$ cat src/hw/rtl/b64d_pkg.sv
package b64d_pkg;

  // Character codes with special meaning
  localparam logic [7:0] CHAR_CR    = 8'h0D;
  localparam logic [7:0] CHAR_LF    = 8'h0A;
  localparam logic [7:0] CHAR_SPACE = 8'h20;
  localparam logic [7:0] CHAR_TAB   = 8'h09;
  localparam logic [7:0] CHAR_PAD   = 8'h3D;
  localparam logic [7:0] CHAR_PLUS  = 8'h2B;
  localparam logic [7:0] CHAR_SLASH = 8'h2F;

  // Sextet offsets of the alphabet ranges
  localparam logic [5:0] OFS_LOWER = 6'd26;
  localparam logic [5:0] OFS_DIGIT = 6'd52;
  localparam logic [5:0] SEXT_PLUS  = 6'd62;
  localparam logic [5:0] SEXT_SLASH = 6'd63;

  typedef enum logic [1:0] {
    PAD_NONE = 2'd0,
    PAD_HALF = 2'd1,
    PAD_DONE = 2'd2
  } pad_phase_t;

  typedef struct packed {
    logic [7:0] char_code;
    logic       last_char;
  } char_item_t;

  typedef struct packed {
    logic       byte_valid;
    logic [7:0] data_byte;
    logic       is_final;
    logic       decode_ok;
  } result_item_t;

  typedef struct packed {
    logic       is_valid;
    logic [5:0] value;
  } sextet_t;

  // Map one character onto the standard alphabet
  function automatic sextet_t sextet_of(input logic [7:0] ch);
    sextet_t s;
    s.is_valid = 1'b1;
    s.value    = '0;
    if (ch >= "A" && ch <= "Z") begin
      s.value = 6'(ch - 8'("A"));
    end else if (ch >= "a" && ch <= "z") begin
      s.value = 6'(ch - 8'("a")) + OFS_LOWER;
    end else if (ch >= "0" && ch <= "9") begin
      s.value = 6'(ch - 8'("0")) + OFS_DIGIT;
    end else if (ch == CHAR_PLUS) begin
      s.value = SEXT_PLUS;
    end else if (ch == CHAR_SLASH) begin
      s.value = SEXT_SLASH;
    end else begin
      s.is_valid = 1'b0;
    end
    return s;
  endfunction

endpackage

$ cat src/hw/rtl/b64d_unit.sv
module b64d_unit import b64d_pkg::*; (
  input  logic         clk,
  input  logic         rst,
  input  char_item_t   item,
  input  logic         advance,
  output logic         has_result,
  output result_item_t result
);

  logic [1:0] quantum_pos, quantum_pos_next;
  logic [5:0] leftover_bits, leftover_bits_next;
  pad_phase_t pad_phase, pad_phase_next;
  logic       error_seen, error_seen_next;
  logic       any_byte_out, any_byte_out_next;

  logic       skip;
  logic       have_byte;
  logic [7:0] byte_val;
  sextet_t    sx;

  assign sx   = sextet_of(item.char_code);
  assign skip = (item.char_code == CHAR_CR) || (item.char_code == CHAR_LF) ||
                (item.char_code == CHAR_SPACE) || (item.char_code == CHAR_TAB);

  // Decode one character against the current quantum state
  always_comb begin
    quantum_pos_next   = quantum_pos;
    leftover_bits_next = leftover_bits;
    pad_phase_next     = pad_phase;
    error_seen_next    = error_seen;
    any_byte_out_next  = any_byte_out;
    have_byte          = 1'b0;
    byte_val           = '0;
    if (!skip && !error_seen) begin
      if (pad_phase == PAD_DONE) begin
        error_seen_next = 1'b1;
      end else if (item.char_code == CHAR_PAD) begin
        if (quantum_pos == 2'd2 && pad_phase == PAD_NONE) begin
          pad_phase_next   = PAD_HALF;
          quantum_pos_next = 2'd3;
        end else if (quantum_pos == 2'd3) begin
          pad_phase_next   = PAD_DONE;
          quantum_pos_next = 2'd0;
        end else begin
          error_seen_next = 1'b1;
        end
      end else if (!sx.is_valid || pad_phase == PAD_HALF) begin
        error_seen_next = 1'b1;
      end else begin
        unique case (quantum_pos)
          2'd0: begin
            leftover_bits_next = sx.value;
          end
          2'd1: begin
            byte_val           = {leftover_bits, sx.value[5:4]};
            leftover_bits_next = {2'b00, sx.value[3:0]};
            have_byte          = 1'b1;
          end
          2'd2: begin
            byte_val           = {leftover_bits[3:0], sx.value[5:2]};
            leftover_bits_next = {4'b0000, sx.value[1:0]};
            have_byte          = 1'b1;
          end
          default: begin
            byte_val           = {leftover_bits[1:0], sx.value};
            leftover_bits_next = '0;
            have_byte          = 1'b1;
          end
        endcase
        quantum_pos_next = quantum_pos + 2'd1;
        if (have_byte) begin
          any_byte_out_next = 1'b1;
        end
      end
    end
  end

  // Build the result beat
  always_comb begin
    has_result        = have_byte || item.last_char;
    result.byte_valid = have_byte;
    result.data_byte  = byte_val;
    result.is_final   = item.last_char;
    result.decode_ok  = item.last_char && !error_seen_next && quantum_pos_next == 2'd0 &&
                        pad_phase_next != PAD_HALF && any_byte_out_next;
  end

  // Advance the message state; clear it after the closing character
  always_ff @(posedge clk) begin
    if (rst || (advance && item.last_char)) begin
      quantum_pos   <= '0;
      leftover_bits <= '0;
      pad_phase     <= PAD_NONE;
      error_seen    <= 1'b0;
      any_byte_out  <= 1'b0;
    end else if (advance) begin
      quantum_pos   <= quantum_pos_next;
      leftover_bits <= leftover_bits_next;
      pad_phase     <= pad_phase_next;
      error_seen    <= error_seen_next;
      any_byte_out  <= any_byte_out_next;
    end
  end

endmodule

$ cat src/hw/rtl/strict_base64_stream_decoder.sv
// Strict streaming Base64 decoder.
// Character channel: char_valid / char_ready / char_data carry one character
// per beat together with a last-of-message flag. Carriage return, line feed,
// space and tab are skipped; other characters decode with the standard
// alphabet and strict '=' padding.
// Result channel: result_valid / result_ready / result_data carry one beat per
// completed byte and one beat for the closing character, which holds the
// pass/fail status (and the final byte, if any). Bytes leave before the status
// is known, so the receiver drops them when decode_ok is 0.
// Throughput: one character per cycle while result beats are taken, set by the
// single decode pass between the input register and the result register.
// Path: an accepted character is held in the input register, decoded, and
// its result beat is captured in the result register.
// Reset: clears both registers and the message state; the first character
// after reset starts a new message.
// Stall: while result_ready is low and a result is held, the input register
// still fills; once it holds a character that produces a result, char_ready
// drops until the result beat is taken.
module strict_base64_stream_decoder import b64d_pkg::*; (
  input  logic         clk,
  input  logic         rst,
  input  logic         char_valid,
  output logic         char_ready,
  input  char_item_t   char_data,
  output logic         result_valid,
  input  logic         result_ready,
  output result_item_t result_data
);

  logic         in_full;
  char_item_t   in_item;
  logic         has_result;
  result_item_t unit_result;
  logic         out_free;
  logic         advance;

  assign out_free   = !result_valid || result_ready;
  assign advance    = in_full && (!has_result || out_free);
  assign char_ready = !in_full || advance;

  b64d_unit u_unit (
    .clk        (clk),
    .rst        (rst),
    .item       (in_item),
    .advance    (advance),
    .has_result (has_result),
    .result     (unit_result)
  );

  // Hold the accepted character beat
  always_ff @(posedge clk) begin
    if (rst) begin
      in_full <= 1'b0;
    end else if (char_ready) begin
      in_full <= char_valid;
    end
  end

  always_ff @(posedge clk) begin
    if (char_valid && char_ready) begin
      in_item <= char_data;
    end
  end

  // Hold the result beat until taken
  always_ff @(posedge clk) begin
    if (rst) begin
      result_valid <= 1'b0;
    end else if (out_free) begin
      result_valid <= advance && has_result;
    end
  end

  always_ff @(posedge clk) begin
    if (out_free && advance && has_result) begin
      result_data <= unit_result;
    end
  end

endmodule
$ cat config.mk
export PLATFORM = sky130hd
export DESIGN_NAME = strict_base64_stream_decoder
export DESIGN_NICKNAME = d
export VERILOG_FILES = /design/src/hw/rtl/b64d_pkg.sv /design/src/hw/rtl/b64d_unit.sv /design/src/hw/rtl/strict_base64_stream_decoder.sv
export SDC_FILE = /design/constraint.sdc
export NUM_CORES = 1
export LEC_CHECK = 0
export ABC_AREA = 0
export BUFFER_PORTS_ARGS = -buffer_cell sky130_fd_sc_hd__clkbuf_2
export CORE_ASPECT_RATIO = 0.5
export CORE_MARGIN = 2
export CORE_UTILIZATION = 59
export DETAILED_ROUTE_END_ITERATION = 10
export PLACE_DENSITY = 0.8
export SLEW_MARGIN = 15
export SYNTH_ARGS = -nofsm -noshare
export SYNTH_HDL_FRONTEND = slang
export SYNTH_SLANG_ARGS = --single-unit
$ cat constraint.sdc
create_clock -name clk -period 3.85 [get_ports clk]
set_input_delay 0.1925 -clock clk [delete_from_list [all_inputs] [get_ports clk]]
set_output_delay 0.1925 -clock clk [all_outputs]
set_load 0.03 [all_outputs]
# [Word-level counts from Yosys, hierarchy flattened]
# Cells that the tools add are included.
[totals] latch_bits=0 romBits=0 regBits=34 out_inout_bits=13 ramBits=0 inputBits=13 n_memories=0 elab_cells=121
[op_classes] n_reduce_logical=36 multipliers=0 shift=0 mux=43 n_div=0 n_lt_le_gt_ge=6 n_bitwise=4 eq_ne=13 addsub=6
[op_table] op="equality test 8 x 6 -> 1 bit, second input constant" n=4
[op_table] op="two-way mux 6 bit" n=5
[op_table] op="two-way mux 1 bit" n=25
[op_table] op="equality test 8 x 4 -> 1 bit, second input constant" n=3
[op_table] op="case mux 8 bit (3 select lines)" n=1
[op_table] op="two-way mux 2 bit" n=11
[op_table] op="case mux 6 bit (3 select lines)" n=1
[op_table] op=">= comparator 8 x 7 -> 1 bit, second input constant" n=2
[op_table] op="less-or-equal comparator 8 x 7 -> 1 bit, second input constant" n=2
[op_table] op="logical AND 1 bit" n=15
[op_table] op="subtractor 6 bit, second input constant" n=2
[op_table] op="logical OR 1 bit" n=9
[op_table] op=">= comparator 8 x 6 -> 1 bit, second input constant" n=1
[op_table] op="less-or-equal comparator 8 x 6 -> 1 bit, second input constant" n=1
[op_table] op="zero test 1 bit" n=7
[op_table] op="adder 6 x 5 -> 6 bit, second input constant" n=1
[op_table] op="adder 6 bit, second input constant" n=1
[op_table] op="equality test 2 bit, second input constant" n=3
[op_table] op="zero test 2 bit" n=3
[op_table] op="subtractor 6 x 1 -> 6 bit, second input constant" n=1
[op_table] op="AND reduction 5 bit" n=1
[op_table] op="equality test 2 x 1 -> 1 bit, second input constant" n=2
[op_table] op="inverter 1 bit" n=4
[op_table] op="OR reduction 4 bit" n=1
[op_table] op="2 further kinds" n=2

# [Longest topological paths before layout]
[logic_depth] ltp_word=22 depth_mapped=12 depth_no_buf=9

# [By module]
# A second synthesis with hierarchy kept.
[unflattened] cells_unflattened=236 hier_area_um2=2197.1
[modules_own_cells] module="b64d_unit" n_inst=1 cells_per_inst=204 area_per_inst_um2=1492.7 seq_area_each_um2=240.2
[modules_own_cells] module="strict_base64_stream_decoder" n_inst=1 cells_per_inst=32 area_per_inst_um2=704.4 seq_area_each_um2=640.6

# [Worst setup path before layout]
# OpenSTA, ideal clock, no wires.
[synth_timing] kind="register -> register" from="reg in_item[3] (netlist bit)" to="reg u_unit.leftover_bits[0]" required_time_ps=3780 stages_incl_launch_ff=12 slack_ps=749 synth_period_minus_slack_ps=3101 t_arrival_ps=3031 cell_sequence="edfxtp_1 -> clkinv_4 -> ha_1 -> a21oi_2 -> or3_1 -> or3b_1 -> buf_6 -> a31o_1 -> or4b_4 -> buf_6 -> or3b_1 -> a21oi_1"
[synth_via] elab_chain_len=18 elab_cells_between_ends=47
[synth_rtl] item="start, declared" line="strict_base64_stream_decoder.sv:31" rtl="char_item_t in_item;"
[synth_rtl] item="start signal, assigned" line="strict_base64_stream_decoder.sv:61" rtl="in_item <= char_data;"
[synth_rtl] item="parallel branches: the longest is 18 deep, another holds >= comparator 8 x 6 -> 1 bit"
[synth_rtl] item="end signal, assigned" line="b64d_unit.sv:98" rtl="leftover_bits <= leftover_bits_next;"
[synth_rtl] item="end, declared" line="b64d_unit.sv:11" rtl="logic [5:0] leftover_bits, leftover_bits_next;"
# Several ways; the timed one is not identified.
# A chain may end at the register's enable or synchronous reset.

# [Worst setup path after layout]
[layout_timing] from="reg in_item[3] (netlist bit)" to="reg u_unit.leftover_bits[5]"
# The elaborated chain is that of the path after synthesis.

==> flow_metrics.py <==
metrics = {
    "clock_tree": {
        "cts_tree": "built",
        "cts_made_buffers": 5,
        "cts_buffer_depth": 2,
        "path_clk_slew_ps": 70,
        "cts_sinks": 34,
        "cts_setup_buffers": 0,
        "cts_resized": 0,
        "htree_num_levels": 2,
        "hold_buffers": 0,
        "insertion_delay_ps": 290,
        "ctsRootBufferMaster": "clkbuf_8",
    },
    "min_path": {
        "min_from": "char_data[1]",
        "hp-class": "input port to flop",
        "min_to": "in_item[1]",
        "hold_depth": 1,
    },
    "yosys": {
        "muxShareOfSynthArea_pct": 0.843,
        "synthSimpleGateAreaFrac_pct": 21.2,
        "synthCells": 252,
        "yosys.area_share.xor_xnor_pct": 0,
        "yosys_warnings": 0,
        "synthesis.area_um2": 2370,
        "ys_async_sr_fraction_pct": 0,
        "synth_fa_ha_area_share_pct": 8.96,
        "synth_nets": 282,
        "yosys_most_used_dff": "edfxtp_1",
        "synth_cell_types": 64,
        "synth_edf_count": 20,
        "synth-compound-area-share_pct": 24.7,
        "ys_seq_area_share_pct": 37.1,
        "syn_area_per_cell_um2": 9.42,
        "synth_top_family_by_area": "compound AO/OA/AOI/OAI gates",
        "ys_ff_latch": 34,
    },
    "setup_path": {
        "worstSetupEndpointType": "flop",
        "crit-reg2reg-capture": "u_unit.leftover_bits[5]",
        "worstRegToRegCells": 10,
        "path_class": "flop to flop",
        "rrSetupSlack_ps": 380,
        "cp.required_ps": 4070,
        "cp-start-kind": "flop",
        "cp.arrival_ps": 3690,
        "critPathMaxFanout": 12,
        "rr_startpoint": "in_item[3]",
    },
    "status": {
        "outcome": "finished clean",
    },
    "layout": {
        "nets": 310,
        "layout_common_cells": "clkbuf_2 (25), nand2_1 (22), edfxtp_1 (20)",
        "drive_gt1_share_pct": 20.6,
        "final_common_cell": "clkbuf_2",
        "n_fill_cell": 317,
        "synthToLayoutAreaGrowth_pct": 10.4,
        "antenna_cells": 0,
    },
    "place": {
        "port_buffers": 25,
        "dp_hpwl_um": 4110,
        "gp_congestion": 0.960,
    },
    "global_routing": {
        "grt_pass1_vias": 1865,
        "grt_start_max_net_pins": 17,
        "overflow": 0,
        "antenna_found_initial": 0,
        "grt_pass1_wl_um": 9380,
        "track_usage_pct": 26.2,
    },
    "detailed_routing": {
        "wirelength_um": 5620,
        "first_iter_violations": 139,
        "drtAntennaViolNets": 0,
        "remaining_drc_errors": 0,
        "avgViaCountPerCell": 6.39,
        "firstDrtPassIters": 5,
        "num_vias": 2140,
        "wire_per_inst_um": 16.8,
    },
    "power_and_ir_drop": {
        "p_per_area_nw_per_um2": 313,
        "p_leak_nw": 0.992,
        "ir_drop_mv": 0.228,
        "power_mw": 0.819,
    },
    "timing": {
        "tightest_slew_ps": 877,
        "post-route-period-util_pct": 90.1,
        "clock-skew-final_ps": 5.04,
        "maxSlewHeadroom_pct": 41.3,
        "setup-violations-final": 0,
        "finalSetupTns_ps": 0,
        "rsz0062_at_grt": "no",
        "slew_viol_final": 0,
        "hold_viol": 0,
        "finalCriticalPeriod_ps": 3470,
        "max_freq_ghz": 0.288,
    },
    "floorplanning": {
        "fp-row-count": 16,
        "die_w_um": 93.7,
        "die_h_um": 48.9,
        "boundaryPins": 26,
        "die_area_um2": 4580,
        "core_area_um2": 3880,
        "start_util_pct": 61.1,
    },
    "run": {
        "cap_violations": 0,
    },
}
-- how the worst max path moves through the flow --
stage	slack (ps)	end	startpoint	depth (start not counted)
6_report	380	u_unit.leftover_bits[5]	in_item[3]	10
5_1_grt	230	u_unit.leftover_bits[5]	in_item[3]	10
4_1_cts	420	u_unit.leftover_bits[5]	in_item[3]	10
3_5_place_dp	470	u_unit.leftover_bits[5]	in_item[3]	10
3_3_place_gp	550	u_unit.leftover_bits[4]	in_item[3]	10
2_1_floorplan	750	u_unit.leftover_bits[0]	in_item[3]	11
-- kinds of logic (layout without fill, tap and decap cells) --
kind of cell / after synthesis / after routing
adder cells (fa/ha/maj): 17 / 17
AO/OA/AOI/OAI: 82 / 82
multiplexers: 2 / 2
AND/OR/NAND/NOR: 91 / 91
buffers and inverters: 26 / 55
flip-flops: 34 / 34
-- registers in the layout, summed over array words and instances (netlist names) --
register	flops
in_full	1
in_item	9
result_data	11
result_valid	1
u_unit.any_byte_out	1
u_unit.error_seen	1
u_unit.leftover_bits	6
u_unit.pad_phase	2
u_unit.quantum_pos	2
-- worst max-delay path, cell delays in order, from the launching register on --
cell	delay, ps
edfxtp_1	570
clkinv_4	140
ha_1	270
a21oi_2	240
or3_1	150
or3b_1	360
buf_4	180
a31o_1	230
or4b_4	610
or4b_1	480
a21oi_1	160
-- report_power, final --
| group | internal [mW] | switching, mW | total, mW | leakage (nW) |
|---|---|---|---|---|
| registers | 0.395 | 0.0152 | 0.410 | 0.314 |
| clock network | 0.144 | 0.142 | 0.286 | 0.0472 |
| logic | 0.0472 | 0.0753 | 0.122 | 0.631 |
-- through the flow --
step	hold slack, ps	instances	setup WS (ps)	utilization (%)	area (µm²)
global route	59.4	335	234	67.5	2620
finish	69.6	335	381	67.5	2620
global placement	370	327	548	65.0	2520
floorplan	262	252	749	-	2370
detailed placement	371	327	467	65.0	2520
CTS	65.1	335	421	67.5	2620
-- metal layers --
metal / global-route usage, % / part of all wire (%) / routed length (µm)
met1: 39.1 / 48 / 2680
met2: 38.7 / 43 / 2420
met3: 5.87 / 8.4 / 471
met4: 6.76 / 0.92 / 52
met5: 0 / 0 / 0
-- synth_stat cells (3+ instances only) --
| cell | n | area share (%) |
|---|---|---|
| dfxtp_1 | 14 | 12 |
| or3_1 | 6 | 1.6 |
| nor2b_1 | 5 | 1.3 |
| clkbuf_1 | 3 | 0.47 |
| buf_6 | 6 | 2.8 |
| o22ai_1 | 5 | 1.3 |
| or3b_1 | 3 | 1.1 |
| a21oi_1 | 15 | 3.2 |
| ha_1 | 17 | 9.0 |
| a211oi_1 | 5 | 1.6 |
| a31oi_1 | 10 | 2.6 |
| inv_1 | 12 | 1.9 |
| edfxtp_1 | 20 | 25 |
| nand2_1 | 22 | 3.5 |
| nand3b_1 | 4 | 1.3 |
| nor3_1 | 9 | 1.9 |
| o211ai_1 | 3 | 0.95 |
| nor2_1 | 14 | 2.2 |
| nand2b_1 | 3 | 0.79 |
| a221oi_1 | 7 | 2.6 |
| o21ai_0 | 10 | 2.1 |
| nand3_1 | 6 | 1.3 |
-- layout make-up --
type | count | area (µm²) | area share [%]
multi-input cells | 192 | 1320 | 50.5
flip-flops and latches | 34 | 881 | 33.6
repair buffers | 32 | 178 | 6.78
clock buffers | 6 | 82.6 | 3.15
inverters | 15 | 75.1 | 2.87
well taps | 54 | 67.6 | 2.58
clock inverters | 2 | 12.5 | 0.478
No activity file was read; power rests on OpenSTA's default activity.
